`src/rtl/cde_pkg.sv`:
```
// Shared types and codes for the circular deque engine.
package cde_pkg;

  typedef enum logic [1:0] {
    CMD_PUSH_FRONT = 2'd0,
    CMD_PUSH_REAR  = 2'd1,
    CMD_POP_FRONT  = 2'd2,
    CMD_POP_REAR   = 2'd3
  } deq_cmd_e;

  typedef enum logic [1:0] {
    ST_OK    = 2'd0,
    ST_OVER  = 2'd1,
    ST_UNDER = 2'd2
  } deq_status_e;

  // Control broadcast to every cell of the chain.
  typedef struct packed {
    logic     enable;
    deq_cmd_e cmd;
  } deq_cell_ctrl_t;

endpackage

```
`src/rtl/circular_deque_engine.sv`:
```
// Double-ended queue of DEPTH words built as a chain of shifting cells.
// The front entry always sits in cell 0; pushes and pops at the front shift the
// whole chain by one cell, and the rear entry is the last occupied cell. Each
// request yields one result beat with status, popped word and empty/full flags.
// The rear word reaches cell 0 over a registered tap chain that moves one cell
// per cycle, so a pop at the rear is held off until that chain has settled after
// the last change of contents. A refused or underflowing request changes nothing.
module circular_deque_engine import cde_pkg::*; #(
  parameter int DEPTH      = 8,
  parameter int DATA_WIDTH = 32
) (
  input  logic               clk_i,
  input  logic               rst_ni,
  input  logic               in_valid_i,
  output logic               in_stall_o,
  input  logic [1:0]         kind_i,
  input  logic signed [31:0] push_value_i,
  output logic               out_valid_o,
  input  logic               out_stall_i,
  output logic [1:0]         status_o,
  output logic signed [31:0] pop_value_o,
  output logic               now_empty_o,
  output logic               now_full_o
);

  localparam int CW    = $clog2(DEPTH + 1);
  localparam int EXT_W = (DATA_WIDTH > 32) ? DATA_WIDTH : 32;

  deq_cmd_e                 cmd;
  deq_cell_ctrl_t           ctrl;
  logic                     accept, out_free, settled;
  logic                     is_empty, is_full, op_ok, is_push;
  logic [CW-1:0]            count_q, count_d, settle_q, settle_d;
  logic [EXT_W-1:0]         word_ext, pop_ext;
  logic [DATA_WIDTH-1:0]    word;
  logic [DEPTH-1:0]         cell_valid;
  logic [DATA_WIDTH-1:0]    cell_data [DEPTH];
  logic [DATA_WIDTH-1:0]    cell_tap  [DEPTH];

  logic                     out_valid_q, out_valid_d;
  deq_status_e              status_q, status_d;
  logic [DATA_WIDTH-1:0]    pop_q, pop_d;
  logic                     empty_q, full_q;

  assign cmd      = deq_cmd_e'(kind_i);
  assign word_ext = EXT_W'($unsigned(push_value_i));
  assign word     = word_ext[DATA_WIDTH-1:0];

  assign is_empty = (count_q == '0);
  assign is_full  = (count_q == CW'(DEPTH));
  assign is_push  = (cmd == CMD_PUSH_FRONT) || (cmd == CMD_PUSH_REAR);
  assign op_ok    = is_push ? !is_full : !is_empty;
  assign settled  = (settle_q == CW'(DEPTH));

  assign out_free   = !out_valid_q || !out_stall_i;
  assign in_stall_o = !out_free || ((cmd == CMD_POP_REAR) && !settled);
  assign accept     = in_valid_i && !in_stall_o;

  assign ctrl.enable = accept && op_ok;
  assign ctrl.cmd    = cmd;

  for (genvar i = 0; i < DEPTH; i++) begin : g_cell
    logic                  lv, rv;
    logic [DATA_WIDTH-1:0] ld, rd, rt;
    if (i == 0) begin : g_first
      assign lv = 1'b1;
      assign ld = word;
    end else begin : g_mid_l
      assign lv = cell_valid[i-1];
      assign ld = cell_data[i-1];
    end
    if (i == DEPTH - 1) begin : g_last
      assign rv = 1'b0;
      assign rd = '0;
      assign rt = '0;
    end else begin : g_mid_r
      assign rv = cell_valid[i+1];
      assign rd = cell_data[i+1];
      assign rt = cell_tap[i+1];
    end
    cde_cell #(.DATA_WIDTH(DATA_WIDTH)) u_cell (
      .clk_i        (clk_i),
      .rst_ni       (rst_ni),
      .ctrl_i       (ctrl),
      .word_i       (word),
      .left_valid_i (lv),
      .left_data_i  (ld),
      .right_valid_i(rv),
      .right_data_i (rd),
      .tap_i        (rt),
      .valid_o      (cell_valid[i]),
      .data_o       (cell_data[i]),
      .tap_o        (cell_tap[i])
    );
  end

  always_comb begin
    count_d = count_q;
    if (ctrl.enable) begin
      count_d = is_push ? count_q + CW'(1) : count_q - CW'(1);
    end
    // restart the rear tap settle count on any change of contents
    if (ctrl.enable) begin
      settle_d = '0;
    end else if (settled) begin
      settle_d = settle_q;
    end else begin
      settle_d = settle_q + CW'(1);
    end
  end

  always_comb begin
    status_d = ST_OK;
    pop_d    = '0;
    if (!op_ok) begin
      status_d = is_push ? ST_OVER : ST_UNDER;
    end else if (cmd == CMD_POP_FRONT) begin
      pop_d = cell_data[0];
    end else if (cmd == CMD_POP_REAR) begin
      pop_d = cell_tap[0];
    end
    if (accept) begin
      out_valid_d = 1'b1;
    end else begin
      out_valid_d = out_valid_q && out_stall_i;
    end
  end

  always_ff @(posedge clk_i or negedge rst_ni) begin
    if (!rst_ni) begin
      count_q     <= '0;
      settle_q    <= CW'(DEPTH);
      out_valid_q <= 1'b0;
    end else begin
      count_q     <= count_d;
      settle_q    <= settle_d;
      out_valid_q <= out_valid_d;
    end
  end

  always_ff @(posedge clk_i) begin
    if (accept) begin
      status_q <= status_d;
      pop_q    <= pop_d;
      empty_q  <= (count_d == '0);
      full_q   <= (count_d == CW'(DEPTH));
    end
  end

  assign pop_ext     = EXT_W'(pop_q);
  assign out_valid_o = out_valid_q;
  assign status_o    = status_q;
  assign pop_value_o = pop_ext[31:0];
  assign now_empty_o = empty_q;
  assign now_full_o  = full_q;

endmodule

```
`src/rtl/cde_cell.sv`:
```
// One storage cell of the deque chain: holds a word, shifts with its neighbors.
module cde_cell import cde_pkg::*; #(
  parameter int DATA_WIDTH = 32
) (
  input  logic                  clk_i,
  input  logic                  rst_ni,
  input  deq_cell_ctrl_t        ctrl_i,
  input  logic [DATA_WIDTH-1:0] word_i,
  input  logic                  left_valid_i,
  input  logic [DATA_WIDTH-1:0] left_data_i,
  input  logic                  right_valid_i,
  input  logic [DATA_WIDTH-1:0] right_data_i,
  input  logic [DATA_WIDTH-1:0] tap_i,
  output logic                  valid_o,
  output logic [DATA_WIDTH-1:0] data_o,
  output logic [DATA_WIDTH-1:0] tap_o
);

  logic                  valid_q, valid_d;
  logic [DATA_WIDTH-1:0] data_q, data_d;
  logic [DATA_WIDTH-1:0] tap_q, tap_d;
  logic                  is_last;

  assign is_last = valid_q && !right_valid_i;

  always_comb begin
    valid_d = valid_q;
    data_d  = data_q;
    if (ctrl_i.enable) begin
      case (ctrl_i.cmd)
        CMD_PUSH_FRONT: begin
          valid_d = left_valid_i;
          data_d  = left_data_i;
        end
        CMD_PUSH_REAR: begin
          // first free slot takes the word
          if (!valid_q && left_valid_i) begin
            valid_d = 1'b1;
            data_d  = word_i;
          end
        end
        CMD_POP_FRONT: begin
          valid_d = right_valid_i;
          data_d  = right_data_i;
        end
        CMD_POP_REAR: begin
          if (is_last) begin
            valid_d = 1'b0;
          end
        end
        default: begin
          valid_d = valid_q;
        end
      endcase
    end
  end

  // Hand the rear word toward cell 0, one cell per cycle.
  assign tap_d = is_last ? data_q : tap_i;

  always_ff @(posedge clk_i or negedge rst_ni) begin
    if (!rst_ni) begin
      valid_q <= 1'b0;
    end else begin
      valid_q <= valid_d;
    end
  end

  always_ff @(posedge clk_i) begin
    data_q <= data_d;
    tap_q  <= tap_d;
  end

  assign valid_o = valid_q;
  assign data_o  = data_q;
  assign tap_o   = tap_q;

endmodule

```
`config.mk`:
```
export PLATFORM = sky130hd
export DESIGN_NAME = circular_deque_engine
export DESIGN_NICKNAME = d
export VERILOG_FILES = /design/src/rtl/cde_pkg.sv /design/src/rtl/circular_deque_engine.sv /design/src/rtl/cde_cell.sv
export SDC_FILE = /design/constraint.sdc
export NUM_CORES = 1
export LEC_CHECK = 0
export ABC_CLOCK_PERIOD_IN_PS = 4400
export BUFFER_PORTS_ARGS = -buffer_cell sky130_fd_sc_hd__buf_4
export CAP_MARGIN = 10
export CORE_MARGIN = 5
export CORE_UTILIZATION = 55
export DETAILED_ROUTE_END_ITERATION = 7
export GPL_TIMING_DRIVEN = 0
export PLACE_DENSITY = 0.72
export SLEW_MARGIN = 30
export SYNTH_ARGS = -nofsm -noshare
export SYNTH_HDL_FRONTEND = slang
export SYNTH_SLANG_ARGS = --single-unit
```
`constraint.sdc`:
```
create_clock -name clk_i -period 4.4 [get_ports clk_i]
set_clock_uncertainty 0.1 [all_clocks]
set_input_delay 0.44 -clock clk_i [delete_from_list [all_inputs] [get_ports clk_i]]
set_output_delay 0.44 -clock clk_i [all_outputs]
set_load 0.05 [all_outputs]
```
* Word level (Yosys, flattened, before mapping)
Cells that the tools add are included.
** Storage, ports and cells
- Bits in registers :: 565
- Latch bits :: 0
- Bits in writable memories :: 0
- ROM bits :: 0
- Bits of input ports :: 38
- Output and inout bits :: 38
- Word-level logic and storage cells :: 160
- Memories :: 0
** Operators by class
- Add/subtract/negate cells :: 3
- Multipliers :: 0
- Div/mod/pow operators :: 0
- $lt $le $gt $ge :: 0
- Eq/ne operators :: 22
- Shift-type cells :: 0
- Muxes and demuxes :: 54
- Bitwise logic cells :: 0
- Reduce and logical (&&, ||, !) cells :: 50
** Operators with widths (number)
- case mux 32 bit (3 select lines) :: 8
- 2-to-1 mux 32 bit :: 17
- AND reduction 3 bit :: 14
- != test 2 x 1 -> 1 bit, second input constant :: 14
- case mux 1 bit (4 select lines) :: 6
- 2-to-1 mux 1 bit :: 16
- 2-to-1 mux 4 bit :: 4
- zero test 1 bit :: 14
- == test 4 bit, second input constant :: 3
- logical AND 1 bit :: 11
- adder 4 x 1 -> 4 bit, second input constant :: 2
- zero test 4 bit :: 2
- case mux 1 bit (3 select lines) :: 2
- == test 2 bit, second input constant :: 2
- != test 2 bit, second input constant :: 2
- AND reduction 2 bit :: 2
- OR reduction 2 bit :: 2
- subtractor 4 x 1 -> 4 bit, second input constant :: 1
- logical OR 1 bit :: 3
- nonzero test 3 bit :: 1
- == test 2 x 1 -> 1 bit, second input constant :: 1
- zero test 2 bit :: 1
- 2-to-1 mux 2 bit :: 1

* Longest topological paths before layout
Gate-level depths: netlist (run 1).
- Depth after elaboration :: 9
- Gate-level depth with buffers :: 11
- Mapped depth without buffers :: 10

* By module
A second synthesis (run 1) with hierarchy kept.
** Unflattened totals
- Cell total of the unflattened synthesis :: 2030
- Area, all modules :: 25633.3 µm²
** By module, submodules not included
- cde_cell :: instances 8, cells each 231, area an instance 2924.1 µm²
- circular_deque_engine :: instances 1, cells each 182, area an instance 2240.9 µm²

* Least setup slack after synthesis (run 1)
OpenSTA, ideal clock, no wires.
- Path type :: in2reg
- Start :: input kind_i[0]
- End :: register g_cell[0].u_cell.data_q[0], enable pin
- Data arrival time :: 3.216 ns
- Setup slack :: 0.652 ns
- Stages on the path :: 7
- Cell sequence :: inv_1 ha_1 o21ai_0 a21oi_4 or3_1 buf_2 a21oi_1
** Between the ends
- Cells in the longest elaborated chain, start to end :: 7
- Elaborated cells on any way between the ends :: 14
- Those cells by class :: eq/ne (4); mux (1); reduce/logical (9)
** Ends and longest elaborated chain
- start: declaration :: line circular_deque_engine.sv:16 : input logic [1:0] kind_i,
- == test 2 bit :: line circular_deque_engine.sv:56 : assign in_stall_o = !out_free || ((cmd == CMD_POP_REAR) && !settled);
- logical AND 1 bit :: line circular_deque_engine.sv:56
- logical OR 1 bit :: line circular_deque_engine.sv:56
- zero test 1 bit :: line circular_deque_engine.sv:57 : assign accept = in_valid_i && !in_stall_o;
- logical AND 1 bit :: line circular_deque_engine.sv:57
- logical AND 1 bit :: line circular_deque_engine.sv:59 : assign ctrl.enable = accept && op_ok;
- AND reduction 3 bit (no line) (*)
- end signal: assignment :: line cde_cell.sv:70 : data_q <= data_d;
- end: declaration :: line cde_cell.sv:20 : logic [DATA_WIDTH-1:0] data_q, data_d;
Mark *: on every way between the ends. The rest lies on a longest branch, timed or not.
A chain may end at the register's enable or synchronous reset.

* Worst setup path in the final report (run 1)
- Start :: input kind_i[1]
- End :: register g_cell[6].u_cell.data_q[15], enable pin
** Between the ends
- Cells in the longest elaborated chain, start to end :: 7
- Elaborated cells on any way between the ends :: 14
- Those cells by class :: eq/ne (4); mux (1); reduce/logical (9)
** Ends and longest elaborated chain (line)
- == test 2 bit :: circular_deque_engine.sv:56
- logical AND 1 bit :: circular_deque_engine.sv:56
- logical OR 1 bit :: circular_deque_engine.sv:56
- zero test 1 bit :: circular_deque_engine.sv:57
- logical AND 1 bit :: circular_deque_engine.sv:57
- logical AND 1 bit :: circular_deque_engine.sv:59
- AND reduction 3 bit (no line) (*)
- end signal: assignment :: cde_cell.sv:70
- end: declaration :: cde_cell.sv:20
Marked as above.

==> reports/results.tsv, run 1 <==
stage	metric	value	unit
timing	timing.hold.ws	29.6	ps
timing	final-max-slew-violation-count	0	
critical_path	worstSetupPathType	in -> reg	
hold_path	hold_path_class	in -> reg	
placement	dpl.hpwl	40700	um
grt	track_usage	0.269	
synth	synth_area_leader_cell	edfxtp_1	
flow_run	cap_violations	0	
critical_path	r2r_slack	1290	ps
critical_path	required	4660	ps
timing	worstMarginPinSlew	1050	ps
grt	gr-total-overflow	0	
final_layout	fin_nets	2025	
grt	grt_max_degree	39	
floorplan	core_area	40000	um^2
timing	finalSetupViolCount	0	
timing	setup_slack	1180	ps
grt	grt_pass1_vias	15573	
synth	yosysUniqueCellTypes	37	
clock_network	holdBufCountCts	2	
clock_network	clkLatencyLatePin	620	ps
clock_network	post_cts_resized	0	
detailed_routing	drt_iter0_drc	1479	
critical_path	crit_chain	buf_4 -> inv_1 -> ha_1 -> clkbuf_1 -> clkbuf_1 -> clkbuf_2 -> a21oi_4 -> buf_16 -> buf_16	
floorplan	initial_core_util	0.559	
timing	rsz0062_at_grt	false	
synth	synth_fp_nets	1874	
grt	grt_pass1_wl	92200	um
critical_path	critPathMaxFanout	12	
synth	synth_top_area_frac	0.392	
pwr	clockPowerShare	0.292	
timing	hold_violations	0	
floorplan	dieArea	44800	um^2
synth	netlist_area	22400	um^2
critical_path	endpoint_kind	flop	
synth	synth_area_leaders	edfxtp_1 (39%), dfxtp_1 (23%), mux2_2 (15%)	
timing	timing.fmax	310	MHz
pwr	power_frac_seq	0.465	
timing	fin_crit	3220	ps
detailed_routing	via_per_inst	5.98	
synth	yosysWarnings	0	
timing	period_share	0.732	
pwr	p_switching	0.00486	W
final_layout	area_growth	15.8	%
pwr	irDropWorstVdd	344	uV
synth	synth_seq_cells	565	
clock_network	h-tree-depth	2	
detailed_routing	drtPass1Iterations	5	
synth	synthFlopType	edfxtp_1	
detailed_routing	wl_per_cell	23.9	um
final_layout	fillers	2991	
detailed_routing	ant_nets	0	
clock_network	cts_buffers	56	
synth	async_flop_share	0.0301	
detailed_routing	post-route-drc-count	0	
critical_path	critPathArrivalTime	3480	ps
critical_path	r2r_cells	10	
placement	place.gp.congestion	0.873	
placement	pre_cts_slack	244	ps
pwr	p_leak	9.60	nW
placement	io_buffers	75	
placement	dpl_cell_area	24000	um^2
pwr	swShare	0.289	
clock_network	cts-root-buf	clkbuf_16	
floorplan	rows	73	
detailed_routing	drt-total-wl	61000	um
final_layout	fin_area	25900	um^2
hold_path	hold_depth	2	
outcome	status	completed	
detailed_routing	vias	15259	
pwr	power_density	648	nW/um^2
critical_path	cp_slowest_cell	clkbuf_1	
synth	synth_edf_count	292	
clock_network	clock-sinks	565	
pwr	combinationalPowerShare	0.243	
floorplan	ios	76	
synth	syn_inst	1828	
timing	slew_headroom	0.302	
critical_path	cpPeakStageDelay	850	ps
clock_network	cts_setup_buffers	0	
final_layout	drive_above_1_share	0.253	
grt	antenna_found_initial	1	
synth	synth_area_per_cell	12.2	um^2
critical_path	cp-start-kind	input port	
clock_network	cts_tree	done	
floorplan	die_h	212	um
synth	synth-seq-area-share	0.640	
pwr	p_int	0.0119	W
final_layout	antenna_cells	0	
clock_network	clk_pin_slew	70	ps
floorplan	die_width	212	um
clock_network	clk_path_buf_depth	3	
-- layer usage --
layer | vias up | GRT usage | part of all wire
li1 | 6852 | - | -
met1 | 7579 | 0.367 | 0.41
met2 | 699 | 0.434 | 0.47
met3 | 129 | 0.0495 | 0.085
met4 | 0 | 0.0966 | 0.032
met5 | - | 0 | 0
-- synthesized netlist by cell type, types with 5 or more instances --
cell type and number:
buf_2 12, buf_1 20, ha_1 8, nand2_1 14, nand2b_1 8, o21ai_0 11, mux2_2 289, mux2_4 5
inv_1 8, dfxtp_1 256, edfxtp_1 292, a221oi_2 5, a22oi_1 33, and2_1 64, nor2_1 234, dfrtp_1 16
a21oi_1 403, clkbuf_1 123
-- critical path, delay by kind of cell --
family	cells	cell delay, ps
AO/OA/AOI/OAI	1	270
adder cells (fa/ha/maj)	1	180
buffers and inverters	7	2560
-- through the flow --
step | power (W) | setup TNS [ps] | cells | util
3_3_place_gp | 0.0117 | -288210 | 2428 | 0.590
5_1_grt | 0.0175 | 0 | 2551 | 0.648
4_1_cts | 0.0168 | 0 | 2551 | 0.648
6_report | 0.0168 | 0 | 2551 | 0.648
3_5_place_dp | 0.0119 | 0 | 2444 | 0.600
2_1_floorplan | 0.0105 | 0 | 1828 | -
-- registers in the layout, summed over array words and instances (netlist names), 2 cells and up --
name	flops
count_q	4
g_cell.u_cell.data_o	256
g_cell.u_cell.tap_o	256
g_cell.u_cell.valid_o	8
pop_value_o	32
settle_q	4
status_o	2
-- path summary, 6_finish.rpt --
check,startpoint,endpoint
max,kind_i[1],g_cell[6].u_cell.data_o[15]
min,push_value_i[30],g_cell[0].u_cell.data_o[30]
max reg2reg,settle_q[0],g_cell[6].u_cell.data_o[15]
min reg2reg,g_cell[6].u_cell.tap_o[20],g_cell[5].u_cell.tap_o[20]
max in group asynchronous,rst_ni,settle_q[3]
min in group asynchronous,rst_ni,out_valid_o
-- kinds of logic (layout without fill, tap and decap cells) --
family	Yosys count	after routing	synth area share
xor gates and xnor gates	4	4	0.00157
AOI/OAI and AO/OA	457	457	0.110
adders and majority gates	8	8	0.00447
buffers and inverters	164	362	0.0285
muxes	295	295	0.149
DFF	565	565	0.640
and+or+nand+nor	335	335	0.0662
-- power by group through the flow --
stage | sequential [W] | combinational (W) | clock [W]
3_5_place_dp | 0.00790 | 0.00402 | 0
4_1_cts | 0.00781 | 0.00407 | 0.00494
2_1_floorplan | 0.00784 | 0.00269 | 0
6_report | 0.00782 | 0.00408 | 0.00490
5_1_grt | 0.00794 | 0.00436 | 0.00516
3_3_place_gp | 0.00787 | 0.00378 | 0
-- final cells by class --
class / instances / area [um^2] / share of cell area
plain buffers: 156 / 612 / 0.0236
clock buffers: 69 / 1510 / 0.0584
clock inverters: 36 / 358 / 0.0138
inverters: 8 / 32.5 / 0.00126
multi-input cells: 1099 / 7500 / 0.289
flip-flops and latches: 565 / 14300 / 0.553
well taps: 525 / 657 / 0.0253
repair buffers: 93 / 923 / 0.0356
-- cell usage in the layout, fill, tap and decap left out, types with 3 or more instances in the layout --
cell	n
nor2_1	234
buf_8	8
clkinv_2	21
nor3_1	3
buf_16	8
bufinv_16	6
ha_1	8
edfxtp_1	292
nand2_1	14
nand2b_1	8
a21oi_4	9
buf_2	12
dfrtp_1	16
buf_4	75
inv_1	7
mux2_2	289
clkbuf_16	58
mux2_4	5
a21oi_1	396
o21ai_0	11
a22oi_1	33
buf_1	19
xnor2_1	3
dfxtp_1	256
and2_1	64
clkbuf_1	130
clkinv_1	4
a221oi_2	5
clkbuf_2	3
Power figures use the tool's default switching activity.
==> inputs of run 2 (changes only) <==
--- a/config.mk
+++ b/config.mk
@@ -5,14 +5,14 @@
 export SDC_FILE = /design/constraint.sdc
 export NUM_CORES = 1
 export LEC_CHECK = 0
-export ABC_CLOCK_PERIOD_IN_PS = 4400
+export ABC_CLOCK_PERIOD_IN_PS = 2900
 export BUFFER_PORTS_ARGS = -buffer_cell sky130_fd_sc_hd__buf_4
 export CAP_MARGIN = 10
 export CORE_MARGIN = 5
 export CORE_UTILIZATION = 55
 export DETAILED_ROUTE_END_ITERATION = 7
 export GPL_TIMING_DRIVEN = 0
-export PLACE_DENSITY = 0.72
+export PLACE_DENSITY = 0.75
 export SLEW_MARGIN = 30
 export SYNTH_ARGS = -nofsm -noshare
 export SYNTH_HDL_FRONTEND = slang
==> constraint.sdc (replaced) <==
create_clock -name clk_i -period 2.9 [get_ports clk_i]
set_clock_uncertainty 0.1 [all_clocks]
set_input_delay 0.29 -clock clk_i [delete_from_list [all_inputs] [get_ports clk_i]]
set_output_delay 0.29 -clock clk_i [all_outputs]
set_load 0.05 [all_outputs]
==> reports/results.tsv, run 2 (synthesized netlist as in run 1, its figures left out) <==
stage	metric	value	unit	change
final_layout	layout_common_cells	a21oi_1 (396), edfxtp_1 (292), mux2_2 (289)		
clock_network	cts-root-buf	clkbuf_16		
outcome	status	completed		
placement	dpl.hpwl	42700	um	+5.0%
floorplan	initial_core_util	0.559		unchanged
final_layout	area_growth	16.9	%	
placement	pre_cts_slack	-323	ps	-567 ps
critical_path	endpoint_kind	flop		
final_layout	fillers	2863		-4.3%
clock_network	h-tree-depth	2		unchanged
clock_network	clk_pin_slew	60	ps	about the same
final_layout	fin_nets	2058		+1.6%
grt	grt_max_degree	39		unchanged
detailed_routing	drtPass1Iterations	6		+1
pwr	p_leak	9.67	nW	+0.74%
critical_path	critPathMaxFanout	18		+6
placement	io_buffers	75		unchanged
grt	grt_pass1_vias	15661		+0.57%
clock_network	cts_tree	done		
grt	gr-total-overflow	0		unchanged
clock_network	clkLatencyLatePin	580	ps	-40 ps
critical_path	crit_top_cell	buf_16		
timing	timing.hold.ws	17.9	ps	-11.7 ps
final_layout	antenna_cells	0		unchanged
clock_network	clk_path_buf_depth	3		unchanged
critical_path	critPathArrivalTime	2910	ps	-570 ps
pwr	power_density	959	nW/um^2	+48%
critical_path	path_buf_inv	5		-2
pwr	irDropWorstVdd	570	uV	+66%
detailed_routing	ant_nets	0		unchanged
detailed_routing	post-route-drc-count	0		unchanged
floorplan	die_h	212	um	unchanged
timing	slew_headroom	0.333		+0.0315
critical_path	cp_slowest_cell	dfrtp_1		
clock_network	clock-sinks	565		unchanged
floorplan	rows	73		unchanged
grt	antenna_found_initial	1		unchanged
critical_path	crit_chain	inv_1 -> ha_1 -> and3b_1 -> buf_2 -> o211ai_4 -> or3_1 -> buf_4 -> a21oi_4 -> buf_16 -> buf_16		
final_layout	mostFrequentLayoutCell	a21oi_1		
hold_path	hold_path_class	in -> async		
critical_path	critical_path.top_delay_family	buffers and inverters		
critical_path	required	3080	ps	-1580 ps
floorplan	core_area	40000	um^2	unchanged
critical_path	worstSetupPathType	reg -> reg		
detailed_routing	drt-total-wl	61600	um	+1.0%
timing	finalSetupViolCount	0		unchanged
timing	fin_crit	2730	ps	
floorplan	die_width	212	um	unchanged
timing	rsz0062_at_grt	false		
detailed_routing	drt_iter0_drc	2097		+42%
timing	setup_slack	171	ps	-1010 ps
critical_path	cp-start-kind	flop		
floorplan	dieArea	44800	um^2	unchanged
clock_network	cts_buffers	52		-7.1%
final_layout	drive_above_1_share	0.242		-0.0110
floorplan	ios	76		unchanged
timing	hold_violations	0		unchanged
grt	track_usage	0.272		+0.00366
grt	grt_pass1_wl	94400	um	+2.4%
critical_path	cpPeakStageDelay	400	ps	-450 ps
timing	tns	0	ps	unchanged
timing	final-max-slew-violation-count	0		unchanged
detailed_routing	wl_per_cell	23.9	um	-0.15%
detailed_routing	via_per_inst	6.06		+1.3%
flow_run	cap_violations	0		unchanged
detailed_routing	vias	15642		+2.5%
placement	place.gp.congestion	0.892		+2.1%
timing	timing.fmax	366	MHz	
final_layout	final_core_util	0.654		+0.00591
timing	worstMarginPinSlew	1000	ps	-47.3 ps
timing	period_share	0.941		
==> run 2: changes by cell type in the layout (fill, tap and decap cells not counted), sizes merged <==
cell,before,now
buf,123,127
dlygate4sd3,2,36
clkbuf,193,196
bufinv,6,4
clkinvlp,1,0
clkinv,27,19
==> run 2: per-stage QoR <==
stage / area [um^2] / instances / total power, W
final: 26200 / 2581 / 0.0251
after global routing: 26200 / 2581 / 0.0261
after floorplan: 22400 / 1828 / 0.0160
after CTS: 26100 / 2581 / 0.0250
after detailed placement: 24000 / 2441 / 0.0181
after global placement: 23600 / 2428 / 0.0177
==> run 2: path summary, 6_finish.rpt <==
| check | from | to | slack [ps] | cells past startpoint |
|---|---|---|---|---|
| max | settle_q[0] | g_cell[3].u_cell.data_o[3] | 170 | 10 |
| min | rst_ni | g_cell[4].u_cell.valid_o | 20 | 2 |
| max reg2reg | settle_q[0] | g_cell[3].u_cell.data_o[3] | 170 | 10 |
| min reg2reg | g_cell[6].u_cell.tap_o[3] | g_cell[5].u_cell.tap_o[3] | 350 | 1 |
| max in group asynchronous | rst_ni | settle_q[3] | 2420 | 2 |
| min in group clk_i | kind_i[0] | status_o[1] | 300 | 4 |
==> run 2: what timing repair did <==
action	4_1_cts	5_1_grt
pin swaps	0	0
setup endpoints to repair	76	21
gates resized for setup	0	4
buffers inserted	6	0
hold buffers	36	0
gates cloned	0	0
endpoints found under the hold margin	51	0
==> run 2: power breakdown <==
group | internal, W | total (W) | switching, W
Sequential | 0.0110 | 0.0120 | 0.000996
Clock | 0.00392 | 0.00685 | 0.00293
Combinational | 0.00294 | 0.00626 | 0.00332
==> run 2: layer usage <==
layer,vias up,share of wire,track usage
li1,6923,-,-
met1,7573,0.39,0.376
met2,997,0.46,0.430
met3,149,0.11,0.0588
met4,0,0.035,0.0957
met5,-,0,0
==> run 2: layout make-up <==
type	instances	area (um^2)	area share
Multi-Input combinational cell	1099	7500	0.287
Inverter	8	32.5	0.00124
Tap cell	525	657	0.0251
Buffer	156	612	0.0234
Timing Repair Buffer	130	1330	0.0507
Sequential cell	565	14300	0.548
Clock inverter	25	221	0.00847
Clock buffer	73	1480	0.0567
==> inputs of run 3 (changes only) <==
--- a/config.mk
+++ b/config.mk
@@ -9,10 +9,9 @@
 export BUFFER_PORTS_ARGS = -buffer_cell sky130_fd_sc_hd__buf_4
 export CAP_MARGIN = 10
 export CORE_MARGIN = 5
-export CORE_UTILIZATION = 55
+export CORE_UTILIZATION = 40
 export DETAILED_ROUTE_END_ITERATION = 7
 export GPL_TIMING_DRIVEN = 0
-export PLACE_DENSITY = 0.75
 export SLEW_MARGIN = 30
 export SYNTH_ARGS = -nofsm -noshare
 export SYNTH_HDL_FRONTEND = slang
==> reports/results.tsv, run 3 (synthesized netlist as in run 1, its figures left out) <==
stage	metric	value	unit	change
critical_path	required	3110	ps	+30 ps
floorplan	rows	86		+18%
detailed_routing	post-route-drc-count	0		unchanged
final_layout	fin_area	26700	um^2	+2.1%
grt	antenna_found_initial	0		-1
critical_path	critPathArrivalTime	3010	ps	+100 ps
detailed_routing	drtPass1Iterations	7		+1
critical_path	critPathMaxFanout	15		-3
detailed_routing	wl_per_cell	22.5	um	-5.9%
final_layout	drive_above_1_share	0.247		+0.00476
final_layout	finalNonFillerCells	2818		+9.2%
placement	dpl.hpwl	43500	um	+1.8%
clock_network	clk_pin_slew	60	ps	about the same
pwr	report.power.total	0.0255	W	+1.7%
timing	timing.hold.ws	59.9	ps	+42.0 ps
flow_run	cap_violations	0		unchanged
grt	track_usage	0.204		-0.0687
timing	slew_headroom	0.357		+0.0244
critical_path	r2r_cells	9		-1
detailed_routing	ant_nets	0		unchanged
placement	place.gp.congestion	0.850		-4.7%
final_layout	fin_nets	2068		+0.49%
outcome	status	completed		
final_layout	fillers	5007		+75%
timing	hold_violations	0		unchanged
timing	finalSetupViolCount	0		unchanged
placement	io_buffers	75		unchanged
placement	dpl_cell_area	24400	um^2	+1.7%
clock_network	cts_tree	done		
clock_network	clk_path_buf_depth	3		unchanged
floorplan	initial_core_util	0.405		-0.155
clock_network	cts_buffers	56		+7.7%
grt	grt_pass1_wl	94500	um	about the same
clock_network	h-tree-depth	2		unchanged
final_layout	final_core_util	0.483		-0.171
critical_path	endpoint_kind	flop		
grt	grt_pass1_vias	15392		-1.7%
placement	dp.cells	2668		+9.3%
pwr	power_density	956	nW/um^2	-0.41%
pwr	p_leak	9.80	nW	+1.3%
detailed_routing	vias	15191		-2.9%
hold_path	hold_path_class	in -> async		
timing	rsz0062_at_grt	false		
clock_network	clkLatencyLatePin	620	ps	+40 ps
timing	fin_crit	2790	ps	+63.5 ps
floorplan	die_width	247	um	+16%
pwr	irDropWorstVdd	491	uV	-14%
clock_network	clock-sinks	565		unchanged
floorplan	core_area	55300	um^2	+38%
final_layout	mostFrequentLayoutCell	a21oi_1		
detailed_routing	drt-total-wl	63300	um	+2.7%
timing	final-max-slew-violation-count	0		unchanged
floorplan	dieArea	60800	um^2	+36%
grt	grt_max_degree	24		-38%
detailed_routing	via_per_inst	5.39		-11%
clock_network	cts-root-buf	clkbuf_16		
detailed_routing	drt_iter0_drc	1339		-36%
final_layout	area_growth	19.3	%	
floorplan	die_h	247	um	+16%
floorplan	ios	76		unchanged
timing	timing.fmax	358	MHz	-2.3%
critical_path	cp-start-kind	flop		
critical_path	worstSetupPathType	reg -> reg		
final_layout	layout_common_cells	a21oi_1 (396), edfxtp_1 (292), mux2_2 (289)		
grt	gr-total-overflow	0		unchanged
timing	worstMarginPinSlew	964	ps	-36.5 ps
timing	period_share	0.963		+0.0219
==> run 3: worst paths after layout <==
check	start	end	slack (ps)
worst max register to register	settle_q[0]	g_cell[1].u_cell.data_o[13]	110
max in group asynchronous	rst_ni	count_q[3]	1380
worst min register to register	g_cell[2].u_cell.tap_o[28]	g_cell[1].u_cell.tap_o[28]	350
min in group clk_i	kind_i[0]	status_o[1]	240
worst min-delay path	rst_ni	settle_q[3]	60
worst max-delay path	settle_q[0]	g_cell[1].u_cell.data_o[13]	110
==> run 3: metal layers <==
| metal | vias to the layer above | track usage | share of wire |
|---|---|---|---|
| met4 | 0 | 0.0681 | 0.032 |
| met2 | 432 | 0.339 | 0.48 |
| met1 | 7698 | 0.274 | 0.43 |
| met5 | - | 0 | 0 |
| li1 | 6950 | - | - |
| met3 | 111 | 0.0312 | 0.061 |
==> run 3: where the power goes <==
part / switching [W] / internal [W] / total, W
clock network: 0.00311 / 0.00427 / 0.00737
logic: 0.00333 / 0.00297 / 0.00630
registers: 0.000859 / 0.0110 / 0.0118
==> run 3: cell type report <==
cell class              instances  area [um^2]  share of cell area
well taps                     748          936              0.0351
plain buffers                 155          609              0.0228
repair buffers                137         1440              0.0540
inverters                       8         32.5             0.00122
flip-flops and latches        565        14300               0.536
clock buffers                  92         1700              0.0637
clock inverters                13          155             0.00581
multi-input cells            1099         7500               0.281
diodes                          1         2.50           0.0000937
==> run 3: worst max-delay path, stage by stage (launching register included) <==
cell,delay (ps)
dfrtp_1,400
inv_1,100
ha_1,170
and3b_1,150
buf_2,160
o211ai_4,140
or3_1,360
buf_2,270
a21oi_4,400
buf_16,220
==> run 3: repair_timing <==
item                                   in CTS  in global routing
resized for setup                           1                  0
endpoints found under the hold margin      51                  0
hold buffers                               37                  0
setup endpoints to repair                  33                 18
setup buffers                               3                  5
==> run 3: through the flow <==
stage	setup TNS (ps)	setup slack (ps)
5_1_grt	0	6.59
3_3_place_gp	-452760	-1770
6_report	0	108
3_5_place_dp	-182120	-777
4_1_cts	0	85.8
2_1_floorplan	-15190	-67.8
